$ cat config.mk
export PLATFORM = sky130hd
export DESIGN_NAME = skl_cordic
export DESIGN_NICKNAME = d
export VERILOG_FILES = /design/src/hdl/skl_pkg.sv /design/src/hdl/skl_cordic.sv
export SDC_FILE = /design/constraint.sdc
export NUM_CORES = 2
export LEC_CHECK = 0
export BUFFER_PORTS_ARGS = -buffer_cell sky130_fd_sc_hd__buf_4
export CAP_MARGIN = 20
export CORE_MARGIN = 2
export CORE_UTILIZATION = 65
export DETAILED_ROUTE_END_ITERATION = 16
export PLACE_DENSITY = 0.88
export SETUP_SLACK_MARGIN = 0.2
export SKIP_LAST_GASP = 1
export SYNTH_ARGS = -nofsm -noshare
export SYNTH_HDL_FRONTEND = slang
export SYNTH_SLANG_ARGS = --single-unit
$ cat constraint.sdc
create_clock -name i_clk -period 6.55 [get_ports i_clk]
set_input_delay 0.3275 -clock i_clk [delete_from_list [all_inputs] [get_ports i_clk]]
set_output_delay 0.3275 -clock i_clk [all_outputs]
set_load 0.005 [all_outputs]
$ cat src/hdl/skl_pkg.sv
// Shared constants, types and helper functions of the leg kinematics pipeline.
package skl_pkg;

    localparam int Q_PI         = 205887;
    localparam int Q_TWO_PI     = 411775;
    localparam int Q_HALF_PI    = 102944;
    localparam int Q_MS_CENTRE  = 98304;
    localparam int CORDIC_STEPS = 16;
    localparam int CORDIC_GAIN  = 652032874;

    localparam int ANG_W   = 24;
    localparam int XY_W    = 33;
    localparam int Z_W     = 20;
    localparam int LEN_W   = 14;
    localparam int POS_W   = 16;
    localparam int WRAP_UP = 6;

    localparam int LAT_ANG = 4;
    localparam int LAT_COR = CORDIC_STEPS + 1;
    localparam int LAT_CMB = 4;

    localparam logic [1:0] REG_FAR_LINK  = 2'd0;
    localparam logic [1:0] REG_NEAR_LINK = 2'd1;
    localparam logic [1:0] REG_HIP_OFS   = 2'd2;

    typedef logic signed [ANG_W-1:0] t_angle;
    typedef logic signed [XY_W-1:0]  t_xy;
    typedef logic [LEN_W-1:0]        t_len;
    typedef logic signed [POS_W-1:0] t_pos;

    function automatic logic [16:0] centre_offset(input logic [4:0] idx);
        logic [16:0] v;
        unique case (idx)
            5'd0:  v = 17'd104989;
            5'd1:  v = 17'd95224;
            5'd2:  v = 17'd110166;
            5'd3:  v = 17'd93651;
            5'd4:  v = 17'd88015;
            5'd5:  v = 17'd113246;
            5'd6:  v = 17'd86442;
            5'd7:  v = 17'd89588;
            5'd8:  v = 17'd113246;
            5'd9:  v = 17'd79299;
            5'd10: v = 17'd86442;
            5'd11: v = 17'd103612;
            5'd12: v = 17'd82379;
            5'd13: v = 17'd85983;
            5'd14: v = 17'd104989;
            5'd15: v = 17'd87491;
            5'd16: v = 17'd89588;
            5'd17: v = 17'd100860;
            default: v = 17'd0;
        endcase
        return v;
    endfunction

    function automatic int atan_q16(input int i);
        int v;
        unique case (i)
            0:  v = 51472;
            1:  v = 30386;
            2:  v = 16055;
            3:  v = 8150;
            4:  v = 4091;
            5:  v = 2047;
            6:  v = 1024;
            7:  v = 512;
            8:  v = 256;
            9:  v = 128;
            10: v = 64;
            11: v = 32;
            12: v = 16;
            13: v = 8;
            14: v = 4;
            15: v = 2;
            default: v = 0;
        endcase
        return v;
    endfunction

    // Maps an angle in -3pi..13pi to -pi..pi with parallel compares at wrap points.
    function automatic t_angle wrap_angle(input t_angle a);
        int k;
        int v;
        k = 0;
        for (int j = 0; j < WRAP_UP; j++) begin
            if (int'(a) > Q_PI + j * Q_TWO_PI) k++;
        end
        if (int'(a) < -Q_PI) k--;
        v = int'(a) - k * Q_TWO_PI;
        return ANG_W'(v);
    endfunction

    function automatic t_pos sat16(input logic signed [21:0] v);
        t_pos r;
        if (v > 22'sd32767) r = 16'sh7FFF;
        else if (v < -22'sd32768) r = 16'sh8000;
        else r = v[15:0];
        return r;
    endfunction

endpackage

$ cat src/hdl/skl_cordic.sv
// Pipelined rotation-mode CORDIC giving sine and cosine of a wrapped angle.
module skl_cordic
    import skl_pkg::*;
(
    input  logic   i_clk,
    input  logic   i_en,
    input  t_angle i_angle,
    output t_xy    o_sin,
    output t_xy    o_cos
);

    t_xy                  r_x   [CORDIC_STEPS+1];
    t_xy                  r_y   [CORDIC_STEPS+1];
    logic signed [Z_W-1:0] r_z  [CORDIC_STEPS+1];
    logic                 r_neg [CORDIC_STEPS+1];
    t_angle               fold;
    logic                 fold_neg;

    // Angles beyond a quarter turn are rotated by pi and the result negated.
    always_comb begin
        fold     = i_angle;
        fold_neg = 1'b0;
        if (i_angle > ANG_W'(Q_HALF_PI)) begin
            fold     = i_angle - ANG_W'(Q_PI);
            fold_neg = 1'b1;
        end else if (i_angle < -ANG_W'(Q_HALF_PI)) begin
            fold     = i_angle + ANG_W'(Q_PI);
            fold_neg = 1'b1;
        end
    end

    always_ff @(posedge i_clk) begin
        if (i_en) begin
            r_x[0]   <= XY_W'(CORDIC_GAIN);
            r_y[0]   <= '0;
            r_z[0]   <= fold[Z_W-1:0];
            r_neg[0] <= fold_neg;
        end
    end

    for (genvar i = 0; i < CORDIC_STEPS; i++) begin : g_step
        localparam logic signed [Z_W-1:0] ATAN = Z_W'(atan_q16(i));

        always_ff @(posedge i_clk) begin
            if (i_en) begin
                if (!r_z[i][Z_W-1]) begin
                    r_x[i+1] <= r_x[i] - (r_y[i] >>> i);
                    r_y[i+1] <= r_y[i] + (r_x[i] >>> i);
                    r_z[i+1] <= r_z[i] - ATAN;
                end else begin
                    r_x[i+1] <= r_x[i] + (r_y[i] >>> i);
                    r_y[i+1] <= r_y[i] - (r_x[i] >>> i);
                    r_z[i+1] <= r_z[i] + ATAN;
                end
                r_neg[i+1] <= r_neg[i];
            end
        end
    end

    assign o_sin = r_neg[CORDIC_STEPS] ? -r_y[CORDIC_STEPS] : r_y[CORDIC_STEPS];
    assign o_cos = r_neg[CORDIC_STEPS] ? -r_x[CORDIC_STEPS] : r_x[CORDIC_STEPS];

endmodule

* Word-level counts from Yosys, hierarchy flattened
Memory sizes are Yosys's and may differ from the RTL's.
Index checks and enable logic that the tools add are counted.
** Word-level totals
- Memory bits (writable) :: 1479
- Register bits after elaboration :: 0
- Word-level logic and storage cells :: 305
- Memories kept :: 4
- Bits of input ports :: 26
** Memories
- r_x :: words 17, bits a word 33, read ports 17, clocked after memory_dff 0, write ports 17, RTL line skl_cordic.sv:12 : t_xy r_x [CORDIC_STEPS+1];
- r_y :: words 17, bits a word 33, read ports 17, clocked after memory_dff 0, write ports 17, RTL line skl_cordic.sv:13 : t_xy r_y [CORDIC_STEPS+1];
- r_z :: words 17, bits a word 20, read ports 16, clocked after memory_dff 0, write ports 17, RTL line skl_cordic.sv:14 : logic signed [Z_W-1:0] r_z [CORDIC_STEPS+1];
- r_neg :: words 17, bits a word 1, read ports 17, clocked after memory_dff 0, write ports 17, RTL line skl_cordic.sv:15 : logic r_neg [CORDIC_STEPS+1];
** Operators by class
- Order comparisons :: 2
- Bitwise operators :: 48
- Multiplexer cells :: 152
- Add/subtract/negate cells :: 99
** Operators with widths (number)
- two-way mux 33 bit :: 34
- two-way mux 20 bit :: 18
- two-way mux 1 bit :: 100
- adder 33 x 18 -> 33 bit :: 2
- adder 33 x 19 -> 33 bit :: 2
- adder 33 x 20 -> 33 bit :: 2
- adder 33 x 21 -> 33 bit :: 2
- adder 33 x 22 -> 33 bit :: 2
- adder 33 x 23 -> 33 bit :: 2
- adder 33 x 24 -> 33 bit :: 2
- adder 33 x 25 -> 33 bit :: 2
- adder 33 x 26 -> 33 bit :: 2
- adder 33 x 27 -> 33 bit :: 2
- adder 33 x 28 -> 33 bit :: 2
- adder 33 x 29 -> 33 bit :: 2
- adder 33 x 30 -> 33 bit :: 2
- adder 33 x 31 -> 33 bit :: 2
- adder 33 x 32 -> 33 bit :: 2
- negator 33 bit :: 2
- subtractor 33 x 18 -> 33 bit :: 2
- subtractor 33 x 19 -> 33 bit :: 2
- subtractor 33 x 20 -> 33 bit :: 2
- subtractor 33 x 21 -> 33 bit :: 2
- subtractor 33 x 22 -> 33 bit :: 2
- 47 further kinds :: 107

* Depth between registers and ports, before layout
An unclocked memory read counts as a cell.
- Depth after elaboration :: 5
- Depth in mapped cells :: 20
- Gate-level depth less buffers :: 20

* Least setup slack after synthesis
No wires, ideal clock.
- Path type :: input to register
- From :: in i_en
- To :: mem r_x[13][29] in the netlist's numbering (data pin)
- Path slack :: 1.689 ns
- Cell stages on the path :: 17
- Arrival time :: 4.666 ns
- Library setup time :: 0.195 ns
- Buffers on the path :: 3
- Cells stage by stage :: clkbuf_1 > and2_1 > clkbuf_1 > clkinv_1 > clkbuf_1 > o21ai_0 > ha_1 > a211oi_1 > o21ai_0 > a32oi_1 > nor2_1 > or3b_2 > nand4_1 > a31oi_1 > o31ai_1 > or4b_2 > o311ai_0
** RTL lines
- start, declared :: RTL line skl_cordic.sv:6 : input logic i_en,
- end, declared :: RTL line skl_cordic.sv:12

==> flow_summary.toml <==
[sta]
setup_viol = 0
rsz0062_at_grt = "no"
finalCritPeriodShare_pct = 87.64
tightest_slew_ps = 1171
fmax_mhz = 174.2
slew_violations = 0
finClkSkew_ps = 53.47
fin_crit_ps = 5740
hold_violations = 0
max_slew_margin_pct = 21.22
fin_setup_tns_ps = 0

[critical_path]
end_kind = "register"
criticalPathCategory = "primary input to register"
path_max_fanout = 59
cp-start-kind = "primary input"
cp.required_ps = 7120
arrival_ps = 6310

[clock_tree]
clockBufferDepth = 3
cts-root-buf = "clkbuf_16"
cts_tree = "yes"
cts_buffers = 148
htreeDepth = 4
clock_sinks = 1266
clk_latency_ps = 840
clk_transition_reported_paths_ps = 60

[placement]
io_buffers = 91
routabilityCongestion = 1.028
hpwl_mm = 229.6

[layout]
num-fill-cells = 12240
nNetsFinal = 12540
mostFrequentLayoutCell = "edfxtp_1"
area_delta_synth_final_pct = 7.797
final_cell_mix = "edfxtp_1 (1,266), ha_1 (1,157), xnor2_1 (1,097)"
layout-drive-gt1-share_pct = 4.556

[floorplan]
die_y_um = 410.1
rows = 149
start_util_pct = 65.20
ios = 92
die_x_um = 410.1
die_area_sq_um = 168200
fp.coreArea_sq_um = 164400

[synthesis]
yosysSeqAreaShare_pct = 35.46
ys_warn_count = 0
synth_ff_type = "edfxtp_1"
postSynthAreaPerCell_sq_um = 9.583
postSynthCellCount = 11190
ys_ff_latch = 1266
syn_area_sq_um = 107200
synthDistinctLibCells = 84
synth_fp_nets = 12410
async_flop_share_pct = 0
synth_edf_count = 1266

[run]
cap_violations = 0

[drt]
dr.pass1.iters = 6
antenna_left = 0
via_per_inst = 6.568
wire_per_inst_um = 21.69
drtIter0Drc = 9221
drc = 0
vias = 89490
drt_wl_total_mm = 295.5

[worst_hold_path]
min_path_type = "primary input to register"

[run_status]
status = "completed"

[global_routing]
grt_use_total_pct = 34.38
grt_first_pass_wirelength_mm = 464.6
grt_max_degree = 181
antenna_found_initial = 2
grt_pass1_vias = 86100
grt_overflow_total = 0
[area by class of cell]
type	instances	area (sq um)	share of cell area, %
multi-input combinational	9236	66610	57.64
timing repair buffer	182	1446	1.252
antenna	1	2.502	0.002165
clock buffer	174	3822	3.308
clock inverter	93	1110	0.9603
inverter	484	1817	1.572
tap	2189	2739	2.370
sequential	1266	38020	32.90
[worst paths after layout]
path / start / endpoint / slack, ps / cells after the start
hold reg to reg: r_z[9][2] / r_z[10][2] / 420 / 0
setup / recovery: i_en / r_y[8][32] / 810 / 17
setup reg to reg: r_z[7][19] / r_y[8][32] / 890 / 16
hold / removal: i_angle[23] / r_z[0][17] / 210 / 5
[repair_timing]
item                      4_1_cts  5_1_grt
hold endpoints to repair       53        0
buffers inserted                0        0
hold buffers                   22        0
gates resized for setup         0        0
[per-layer routing]
metal	vias to the layer above	track usage, %	share of wire [%]
li1	42010	-	-
met1	42680	43.94	40
met2	4000	56.47	46
met3	797	6.073	8.4
met4	0	16.58	5.2
met5	-	0	0
[registers in the layout, summed over array words and instances (netlist names)]
| signal | cells |
|---|---|
| r_z | 283 |
| r_x | 470 |
| r_neg | 17 |
| r_y | 496 |
[synth_stat cells (46+ instances only)]
cell / count / area [sq um]
a211oi_1: 127 / 953.4
a21o_1: 430 / 3228
a21oi_1: 1063 / 5320
a31oi_1: 130 / 813.3
and2_1: 81 / 506.7
and3_1: 147 / 919.6
clkbuf_1: 167 / 626.9
edfxtp_1: 1266 / 38020
ha_1: 1157 / 14480
inv_1: 482 / 1809
mux2_2: 46 / 518.0
mux2i_1: 79 / 790.8
nand2_1: 627 / 2354
nand2b_1: 149 / 932.1
nand3_1: 202 / 1011
nand4_1: 55 / 344.1
nor2_1: 876 / 3288
nor2b_1: 137 / 857.1
nor3_1: 310 / 1551
nor4_1: 102 / 638.1
o211ai_1: 70 / 525.5
o21a_1: 160 / 1201
o21ai_0: 565 / 2828
o21bai_1: 141 / 1059
o31ai_1: 142 / 1066
o41ai_1: 65 / 569.3
or3_1: 91 / 569.3
or4_1: 59 / 442.9
xnor2_1: 1097 / 9608
xor2_1: 538 / 4712
[kinds of logic (layout without fill, tap and decap cells)]
logic type | Yosys count | after routing | synth area share, %
and+or+nand+nor | 2991 | 2991 | 13.64
AOI/OAI and AO/OA | 3285 | 3285 | 19.61
other | 0 | 1 | 0
adders and majority gates | 1200 | 1200 | 14.31
xor gates and xnor gates | 1635 | 1635 | 13.36
buffers and inverters | 685 | 933 | 2.405
muxes | 125 | 125 | 1.221
DFF | 1266 | 1266 | 35.46
[critical path, cell delays in order]
cell	delay, ps
dlygate4sd3_1	600
buf_12	370
and2_1	200
buf_4	400
inv_1	540
mux2i_1	280
fa_1	480
a21o_1	190
a2111oi_0	790
o311a_1	340
o31ai_1	220
a31oi_1	440
nor3_1	120
a211oi_1	380
o21ai_0	200
a21oi_1	250
xnor2_1	110
[through the flow]
stage | util, % | std cells | hold WS (ps) | worst slack, ps | area, sq um
final | 70.28 | 13630 | 213.3 | 809.9 | 115600
after global routing | 70.28 | 13620 | 233.9 | 488.4 | 115600
after CTS | 70.27 | 13620 | 226.4 | 981.5 | 115600
after detailed placement | 67.14 | 13330 | 404.5 | 744.5 | 110400
after global placement | 67.13 | 13330 | 401.0 | 900.5 | 110400
after floorplan | - | 11190 | 400.3 | 1689 | 107200
Power is not shown: default switching activity piles up to over one toggle a cycle in this logic, so the estimate is an artifact.
