### src/hdl/skl_pkg.sv
// Shared constants, types and helper functions of the leg kinematics pipeline.
package skl_pkg;

    localparam int Q_PI         = 205887;
    localparam int Q_TWO_PI     = 411775;
    localparam int Q_HALF_PI    = 102944;
    localparam int Q_MS_CENTRE  = 98304;
    localparam int CORDIC_STEPS = 16;
    localparam int CORDIC_GAIN  = 652032874;

    localparam int ANG_W   = 24;
    localparam int XY_W    = 33;
    localparam int Z_W     = 20;
    localparam int LEN_W   = 14;
    localparam int POS_W   = 16;
    localparam int WRAP_UP = 6;

    localparam int LAT_ANG = 4;
    localparam int LAT_COR = CORDIC_STEPS + 1;
    localparam int LAT_CMB = 4;

    localparam logic [1:0] REG_FAR_LINK  = 2'd0;
    localparam logic [1:0] REG_NEAR_LINK = 2'd1;
    localparam logic [1:0] REG_HIP_OFS   = 2'd2;

    typedef logic signed [ANG_W-1:0] t_angle;
    typedef logic signed [XY_W-1:0]  t_xy;
    typedef logic [LEN_W-1:0]        t_len;
    typedef logic signed [POS_W-1:0] t_pos;

    function automatic logic [16:0] centre_offset(input logic [4:0] idx);
        logic [16:0] v;
        unique case (idx)
            5'd0:  v = 17'd104989;
            5'd1:  v = 17'd95224;
            5'd2:  v = 17'd110166;
            5'd3:  v = 17'd93651;
            5'd4:  v = 17'd88015;
            5'd5:  v = 17'd113246;
            5'd6:  v = 17'd86442;
            5'd7:  v = 17'd89588;
            5'd8:  v = 17'd113246;
            5'd9:  v = 17'd79299;
            5'd10: v = 17'd86442;
            5'd11: v = 17'd103612;
            5'd12: v = 17'd82379;
            5'd13: v = 17'd85983;
            5'd14: v = 17'd104989;
            5'd15: v = 17'd87491;
            5'd16: v = 17'd89588;
            5'd17: v = 17'd100860;
            default: v = 17'd0;
        endcase
        return v;
    endfunction

    function automatic int atan_q16(input int i);
        int v;
        unique case (i)
            0:  v = 51472;
            1:  v = 30386;
            2:  v = 16055;
            3:  v = 8150;
            4:  v = 4091;
            5:  v = 2047;
            6:  v = 1024;
            7:  v = 512;
            8:  v = 256;
            9:  v = 128;
            10: v = 64;
            11: v = 32;
            12: v = 16;
            13: v = 8;
            14: v = 4;
            15: v = 2;
            default: v = 0;
        endcase
        return v;
    endfunction

    // Maps an angle in -3pi..13pi to -pi..pi with parallel compares at wrap points.
    function automatic t_angle wrap_angle(input t_angle a);
        int k;
        int v;
        k = 0;
        for (int j = 0; j < WRAP_UP; j++) begin
            if (int'(a) > Q_PI + j * Q_TWO_PI) k++;
        end
        if (int'(a) < -Q_PI) k--;
        v = int'(a) - k * Q_TWO_PI;
        return ANG_W'(v);
    endfunction

    function automatic t_pos sat16(input logic signed [21:0] v);
        t_pos r;
        if (v > 22'sd32767) r = 16'sh7FFF;
        else if (v < -22'sd32768) r = 16'sh8000;
        else r = v[15:0];
        return r;
    endfunction

endpackage

### src/hdl/skl_angles.sv
// Pulse-to-angle conversion with centring offsets, wrapping and the alpha angle.
module skl_angles
    import skl_pkg::*;
#(
    parameter int NUM_LEGS   = 6,
    parameter int PULSE_BITS = 12
) (
    input  logic                  i_clk,
    input  logic                  i_en,
    input  logic [2:0]            i_leg,
    input  logic [PULSE_BITS-1:0] i_pulse0,
    input  logic [PULSE_BITS-1:0] i_pulse1,
    input  logic [PULSE_BITS-1:0] i_pulse2,
    output t_angle                o_a1,
    output t_angle                o_alpha,
    output t_angle                o_a2
);

    logic [PULSE_BITS-1:0] pulse [3];
    logic signed [39:0]    r_prod [3];
    t_angle                r_ofs  [3];
    t_angle                r_wrap [3];
    logic [2:0]            r_leg;
    t_angle                r_alpha;
    t_angle                r_a1;
    t_angle                r_a2;
    logic                  leg_ok;

    assign pulse[0] = i_pulse0;
    assign pulse[1] = i_pulse1;
    assign pulse[2] = i_pulse2;
    assign leg_ok   = int'(r_leg) < NUM_LEGS;

    always_ff @(posedge i_clk) begin
        if (i_en) begin
            r_leg <= i_leg;
        end
    end

    for (genvar j = 0; j < 3; j++) begin : g_joint
        logic [20:0]        ms;
        logic signed [21:0] diff;
        logic signed [39:0] rnd;
        logic [16:0]        ofs;

        assign ms   = (21'(pulse[j]) * 21'd20) << (16 - PULSE_BITS);
        assign diff = $signed({1'b0, ms}) - 22'sd98304;
        assign rnd  = r_prod[j] + 40'sd32768;
        assign ofs  = leg_ok ? centre_offset(5'(r_leg) * 5'd3 + 5'(j)) : 17'd0;

        always_ff @(posedge i_clk) begin
            if (i_en) begin
                r_prod[j] <= diff * 40'sd102944;
                r_ofs[j]  <= rnd[39:16] + t_angle'({7'b0, ofs});
                r_wrap[j] <= wrap_angle(r_ofs[j]);
            end
        end
    end

    always_ff @(posedge i_clk) begin
        if (i_en) begin
            r_alpha <= wrap_angle(ANG_W'(Q_PI) - r_wrap[1] - r_wrap[0]);
            r_a1    <= r_wrap[1];
            r_a2    <= r_wrap[2];
        end
    end

    assign o_a1    = r_a1;
    assign o_alpha = r_alpha;
    assign o_a2    = r_a2;

endmodule

### config.mk
export PLATFORM = sky130hd
export DESIGN_NAME = skl_angles
export DESIGN_NICKNAME = d
export VERILOG_FILES = /design/src/hdl/skl_pkg.sv /design/src/hdl/skl_angles.sv
export SDC_FILE = /design/constraint.sdc
export NUM_CORES = 2
export LEC_CHECK = 0
export BUFFER_PORTS_ARGS = -buffer_cell sky130_fd_sc_hd__buf_2
export CORE_ASPECT_RATIO = 1.2
export CORE_UTILIZATION = 55
export DETAILED_ROUTE_END_ITERATION = 12
export MAX_ROUTING_LAYER = met4
export PLACE_DENSITY = 0.71
export SETUP_SLACK_MARGIN = 0.15
export SLEW_MARGIN = 30
export SYNTH_ARGS = -nofsm -noshare
export SYNTH_HDL_FRONTEND = slang
export SYNTH_SLANG_ARGS = --single-unit
### constraint.sdc
create_clock -name i_clk -period 15.8 [get_ports i_clk]
set_input_delay 1.58 -clock i_clk [delete_from_list [all_inputs] [get_ports i_clk]]
set_output_delay 1.58 -clock i_clk [all_outputs]
set_load 0.02 [all_outputs]
**Yosys cells after proc, flatten, opt, wreduce, memory -nomap -nowiden**

Memory sizes are Yosys's and may differ from the RTL's. A register that Yosys moved wholly into a read port is not among the register bits.
Cells that the tools add are included.
W data, S select, Z words.

- Input port bits: 41
- ROM bits: 1632
- Logic and storage cells: 151
- Flip-flop bits (word level): 51
- RAM bits: 249
- Memories kept: 6
- Output and inout bits: 72

- Add/sub/neg operators: 41
- Magnitude comparators: 29
- Multiply operators: 11
- Multiplexer cells: 61

Memory list:

| memory | depth | width | rd ports | clocked after memory_dff | write ports | RTL line | RTL |
|---|---|---|---|---|---|---|---|
| (no name shown) | 32 | 17 | 1 | 0 | 0 | skl_pkg.sv:33 | `unique case (idx)` |
| (no name shown) | 32 | 17 | 1 | 0 | 0 | skl_pkg.sv:33 |  |
| (no name shown) | 32 | 17 | 1 | 0 | 0 | skl_pkg.sv:33 |  |
| r_prod | 3 | 35 | 3 | 0 | 3 | skl_angles.sv:20 | `logic signed [39:0] r_prod [3];` |
| r_ofs | 3 | 24 | 3 | 0 | 3 | skl_angles.sv:21 | `t_angle r_ofs [3];` |
| r_wrap | 3 | 24 | 3 | 1 | 3 | skl_angles.sv:22 | `t_angle r_wrap [3];` |

Operators by type and width:

| cell | count |
|---|---|
| $mux W32 | 52 |
| $add A32 B2 Y32 const B | 20 |
| $gt A24 B21 Y1 const B | 8 |
| $gt A24 B22 Y1 const B | 8 |
| $mul A32 B20 Y24 const B | 4 |
| $sub A32 B2 Y32 const B | 4 |
| $add A40 B17 Y40 const B | 3 |
| $sub A24 B24 Y24 | 5 |
| $mul A22 B13 Y35 const B | 3 |
| $gt A24 B19 Y1 const B | 4 |
| $gt A24 B23 Y1 const B | 4 |
| $lt A24 B19 Y1 const B | 4 |
| $add A24 B17 Y24 | 3 |
| $sub A21 B17 Y22 const B | 3 |
| $mux W17 | 3 |
| $mul A12 B3 Y15 const B | 3 |
| $sub A19 B24 Y24 const A | 1 |
| $mux W1 | 6 |
| $add A5 B1 Y5 const B | 1 |
| $add A5 B2 Y5 const B | 1 |
| $mul A3 B2 Y5 const B | 1 |
| $lt A3 B3 Y1 const B | 1 |

**Longest topological paths before layout**

An unclocked memory read counts as a cell.

- Depth after elaboration: 26
- Depth in mapped cells: 61
- Mapped depth without buffers: 59

**Worst setup path after synthesis**

OpenSTA, ideal clock, no wires.

- Path kind: reg2reg
- Start point: mem r_wrap[1][1] (netlist bit)
- End point: reg r_alpha[23], in the netlist o_alpha[23] (data pin)
- Period minus slack after synthesis: 11.959 ns
- Path buffers: 2
- Data required time: 15.540 ns
- Path slack: 3.841 ns
- Stages on the path, launching flop included: 58
- Setup time: 0.260 ns
- Arrival: 11.699 ns
- Cells stage by stage: edfxtp_1 > inv_1 > ha_1 > ha_1 > fa_1 > a21oi_1 > nor2_1 > or3_1 > and3_1 > o311a_1 > o211a_1 > o21ai_0 > a21oi_1 > o21ai_0 > inv_1 > ha_1 > a21o_1 > and2_1 > [... 22 more ...] > fa_1 > inv_1 > fa_1 > inv_1 > ha_1 > o21a_1 > o21ai_0 > nand2b_1 > and2_1 > o22a_1 > nand2_1 > o21ai_0 > nor2_1 > o21ai_0 > a21o_1 > a21oi_1 > xnor2_1 > xnor2_1

RTL lines:

| element | RTL line | RTL |
|---|---|---|
| start: declaration | skl_angles.sv:22 |  |
| end signal: assignment | skl_angles.sv:62 | `r_alpha <= wrap_angle(ANG_W'(Q_PI) - r_wrap[1] - r_wrap[0]);` |
| end: declaration | skl_angles.sv:24 | `t_angle r_alpha;` |

==> flow_summary.yaml <==
clock_tree:
  clkTransAtPathRegs_ps: 70
  post_cts_buffers: 0
  tritoncts: "built"
  max-clock-path-buffers: 3
  h-tree-depth: 2
  clk_latency_ps: 590
  cts-buffers-inserted: 35
  cts_hold_repair.buffers: 0
  cts_root_buffer: "clkbuf_16"
  clock_sinks: 294
  post_cts_resize_count: 0
floorplanning:
  core_area_mm2: 0.0927
  ios: 113
  die_area_mm2: 0.0952
  die_x_um: 282
  start_util_pct: 55.8
  die_h_um: 338
  rows: 122
yosys:
  synthCells: 5367
  synth-edff-count: 294
  syn-cell-area_mm2: 0.0517
  synthTopCellsByArea: "fa_1 (22%), ha_1 (22%), edfxtp_1 (17%)"
  yosysSeqAreaShare_pct: 17.1
  ys_types: 100
  synth_ff_type: "edfxtp_1"
  ys.warnings.count: 0
  syn_avg_cell_area_um2: 9.63
  synth_top_cell_area_share_pct: 22.4
  ys_async_sr_fraction_pct: 0
  ys_seq_elements: 294
  synth_largest_area_cell: "fa_1"
global_routing:
  grt_pass1_vias: 37400
  overflow: 0
  grt_max_degree: 91
  antenna_found_initial: 0
  grt_pass1_wl_um: 188000
  grtUsageTotal_pct: 25.7
place:
  gp_congestion: 0.990
  dp_hpwl_um: 100000
  io_buffers: 112
detailed_routing:
  drc: 0
  postRouteAntennaNets: 0
  detail_route.vias_per_cell: 5.44
  detail_route.iter0.violations: 1736
  drt_wl_total_um: 116000
  vias: 36600
  wl_per_cell_um: 17.2
  drtPass1Iterations: 6
timing:
  tns_ps: 0
  worst_pin_slew_ps: 1000
  min_period_over_period_pct: 84.4
  setup_viol_count_final: 0
  period_minus_slack_ps: 13340
  relSlewSlack_pct: 31.2
  fin_worst_skew_ps: 39.3
  rsz0062_at_grt: "false"
  finalHoldViolCount: 0
  slew_violations: 0
  max_freq_mhz: 75.0
cells_and_area:
  nNetsFinal: 6989
  diodes: 0
  multi_input_area_mm2: 0.0385
  layout_common_cells: "inv_1 (1077), ha_1 (910), fa_1 (577), xnor2_1 (364), edfxtp_1 (294)"
  area_delta_synth_final_pct: 6.05
  n_fill_cell: 8052
  layout-drive-gt1-share_pct: 4.81
  regArea_mm2: 0.00883
  layout_commonest_cell: "inv_1"
worst_setup_path:
  rr_startpoint: "r_wrap[1][5]$_DFFE_PP_"
  ff2ff_path_depth: 58
  critPathLaunchType: "flip-flop"
  worst_path_largest_cell_delay_ps: 580
  worst-path-max-fanout: 9
  required_ps: 16140
  reg2reg_setup_slack_ps: 2460
  cp.arrival_ps: 13680
  setup.worst_path.end_class: "flip-flop"
  worstReg2RegEnd: "o_alpha[23]$_DFFE_PP_"
  slowest_stage: "fa_1"
  critPathKind: "reg2reg"
  cpMostUsedCell: "ha_1"
worst_hold_path:
  hp-start: "r_wrap[2][1]$_DFFE_PP_"
  holdCritPathClass: "reg2reg"
  worstHoldPathCells: 0
  hold_end: "o_a2[1]$_DFFE_PP_"
run:
  drv_cap: 0
run_status:
  status: "completed"
==> layout make-up <==
cell class              count  area share [%]
clock buffers              39            1.63
repair buffers            134            1.35
clock inverters            23           0.434
multi-input cells        3910            70.2
inverters                1086            7.44
well taps                1240            2.83
flip-flops and latches    294            16.1
==> flip-flops by register name (all words and copies together) (netlist names) <==
signal	count
r_wrap	72
r_leg	3
o_a2	24
o_alpha	24
r_ofs	72
r_prod	75
o_a1	24
==> worst max-delay path by stage <==
| stage | from | cells after the start | slack [ps] | end |
|---|---|---|---|---|
| 3_3_place_gp | r_wrap[1][2]$_DFFE_PP_ | 58 | 2640 | o_alpha[23]$_DFFE_PP_ |
| 2_1_floorplan | r_wrap[1][1]$_DFFE_PP_ | 57 | 3840 | o_alpha[23]$_DFFE_PP_ |
| 6_report | r_wrap[1][5]$_DFFE_PP_ | 58 | 2460 | o_alpha[23]$_DFFE_PP_ |
| 4_1_cts | r_wrap[1][5]$_DFFE_PP_ | 58 | 2500 | o_alpha[23]$_DFFE_PP_ |
| 5_1_grt | r_wrap[1][5]$_DFFE_PP_ | 56 | 1640 | o_alpha[23]$_DFFE_PP_ |
| 3_5_place_dp | r_wrap[1][5]$_DFFE_PP_ | 58 | 2550 | o_alpha[23]$_DFFE_PP_ |
==> worst max-delay path: cells and delay by family (launching register included) <==
| family | cells | cell delay, ps |
|---|---|---|
| buffers and inverters | 9 | 890 |
| AOI/OAI and AO/OA | 18 | 3720 |
| and+or+nand+nor | 13 | 2130 |
| adders and majority gates | 15 | 5350 |
| xor gates and xnor gates | 3 | 630 |
| DFF | 1 | 400 |
==> Yosys cell counts (all sizes together) (11+ instances only) <==
cell type  instances
a2111oi           13
a211o             14
a211oi            41
a21boi            12
a21o              64
a21oi            249
a31o              13
a31oi             29
and2              38
and3              55
and4              16
buf               19
clkbuf            61
edfxtp           294
fa               577
ha               910
inv             1082
mux2i             25
nand2            237
nand2b            35
nand3            107
nand3b            11
nand4             36
nand4b            14
nor2             260
nor2b             44
nor3              88
nor4              31
o2111ai           12
o211ai            21
o21a              46
o21ai            159
o21bai            48
o311ai            12
o31ai             18
o41ai             12
or2               23
or3               37
xnor2            366
xor2             110
==> metrics by stage <==
| step | setup slack (ps) | hold WS (ps) | instances | util, % | cell area, um2 |
|---|---|---|---|---|---|
| after floorplan | 3840 | 400 | 5370 | - | 51700 |
| after global placement | 2640 | 401 | 6664 | 57.9 | 53700 |
| after detailed placement | 2550 | 405 | 6664 | 57.9 | 53700 |
| after CTS | 2500 | 419 | 6726 | 59.1 | 54800 |
| after global routing | 1640 | 426 | 6726 | 59.2 | 54800 |
| final | 2460 | 418 | 6726 | 59.2 | 54800 |
==> routing by layer <==
| metal | GRT usage (%) | wire (um) | vias to the layer above |
|---|---|---|---|
| met4 | 10.7 | 5290 | 0 |
| li1 | - | - | 18100 |
| met2 | 46.8 | 60100 | 669 |
| met5 | - | 0 | - |
| met1 | 28.8 | 46900 | 17600 |
| met3 | 2.02 | 3330 | 194 |
==> cells by family after synthesis <==
| logic type | synth area share [%] |
|---|---|
| adders and majority gates | 44.4 |
| buffers and inverters | 8.51 |
| and+or+nand+nor | 10.4 |
| AOI/OAI and AO/OA | 10.8 |
| xor gates and xnor gates | 8.17 |
| DFF | 17.1 |
| muxes | 0.659 |
| other | 0.00726 |
Power is not shown: default switching activity piles up to over one toggle a cycle in this logic, so the estimate is an artifact.
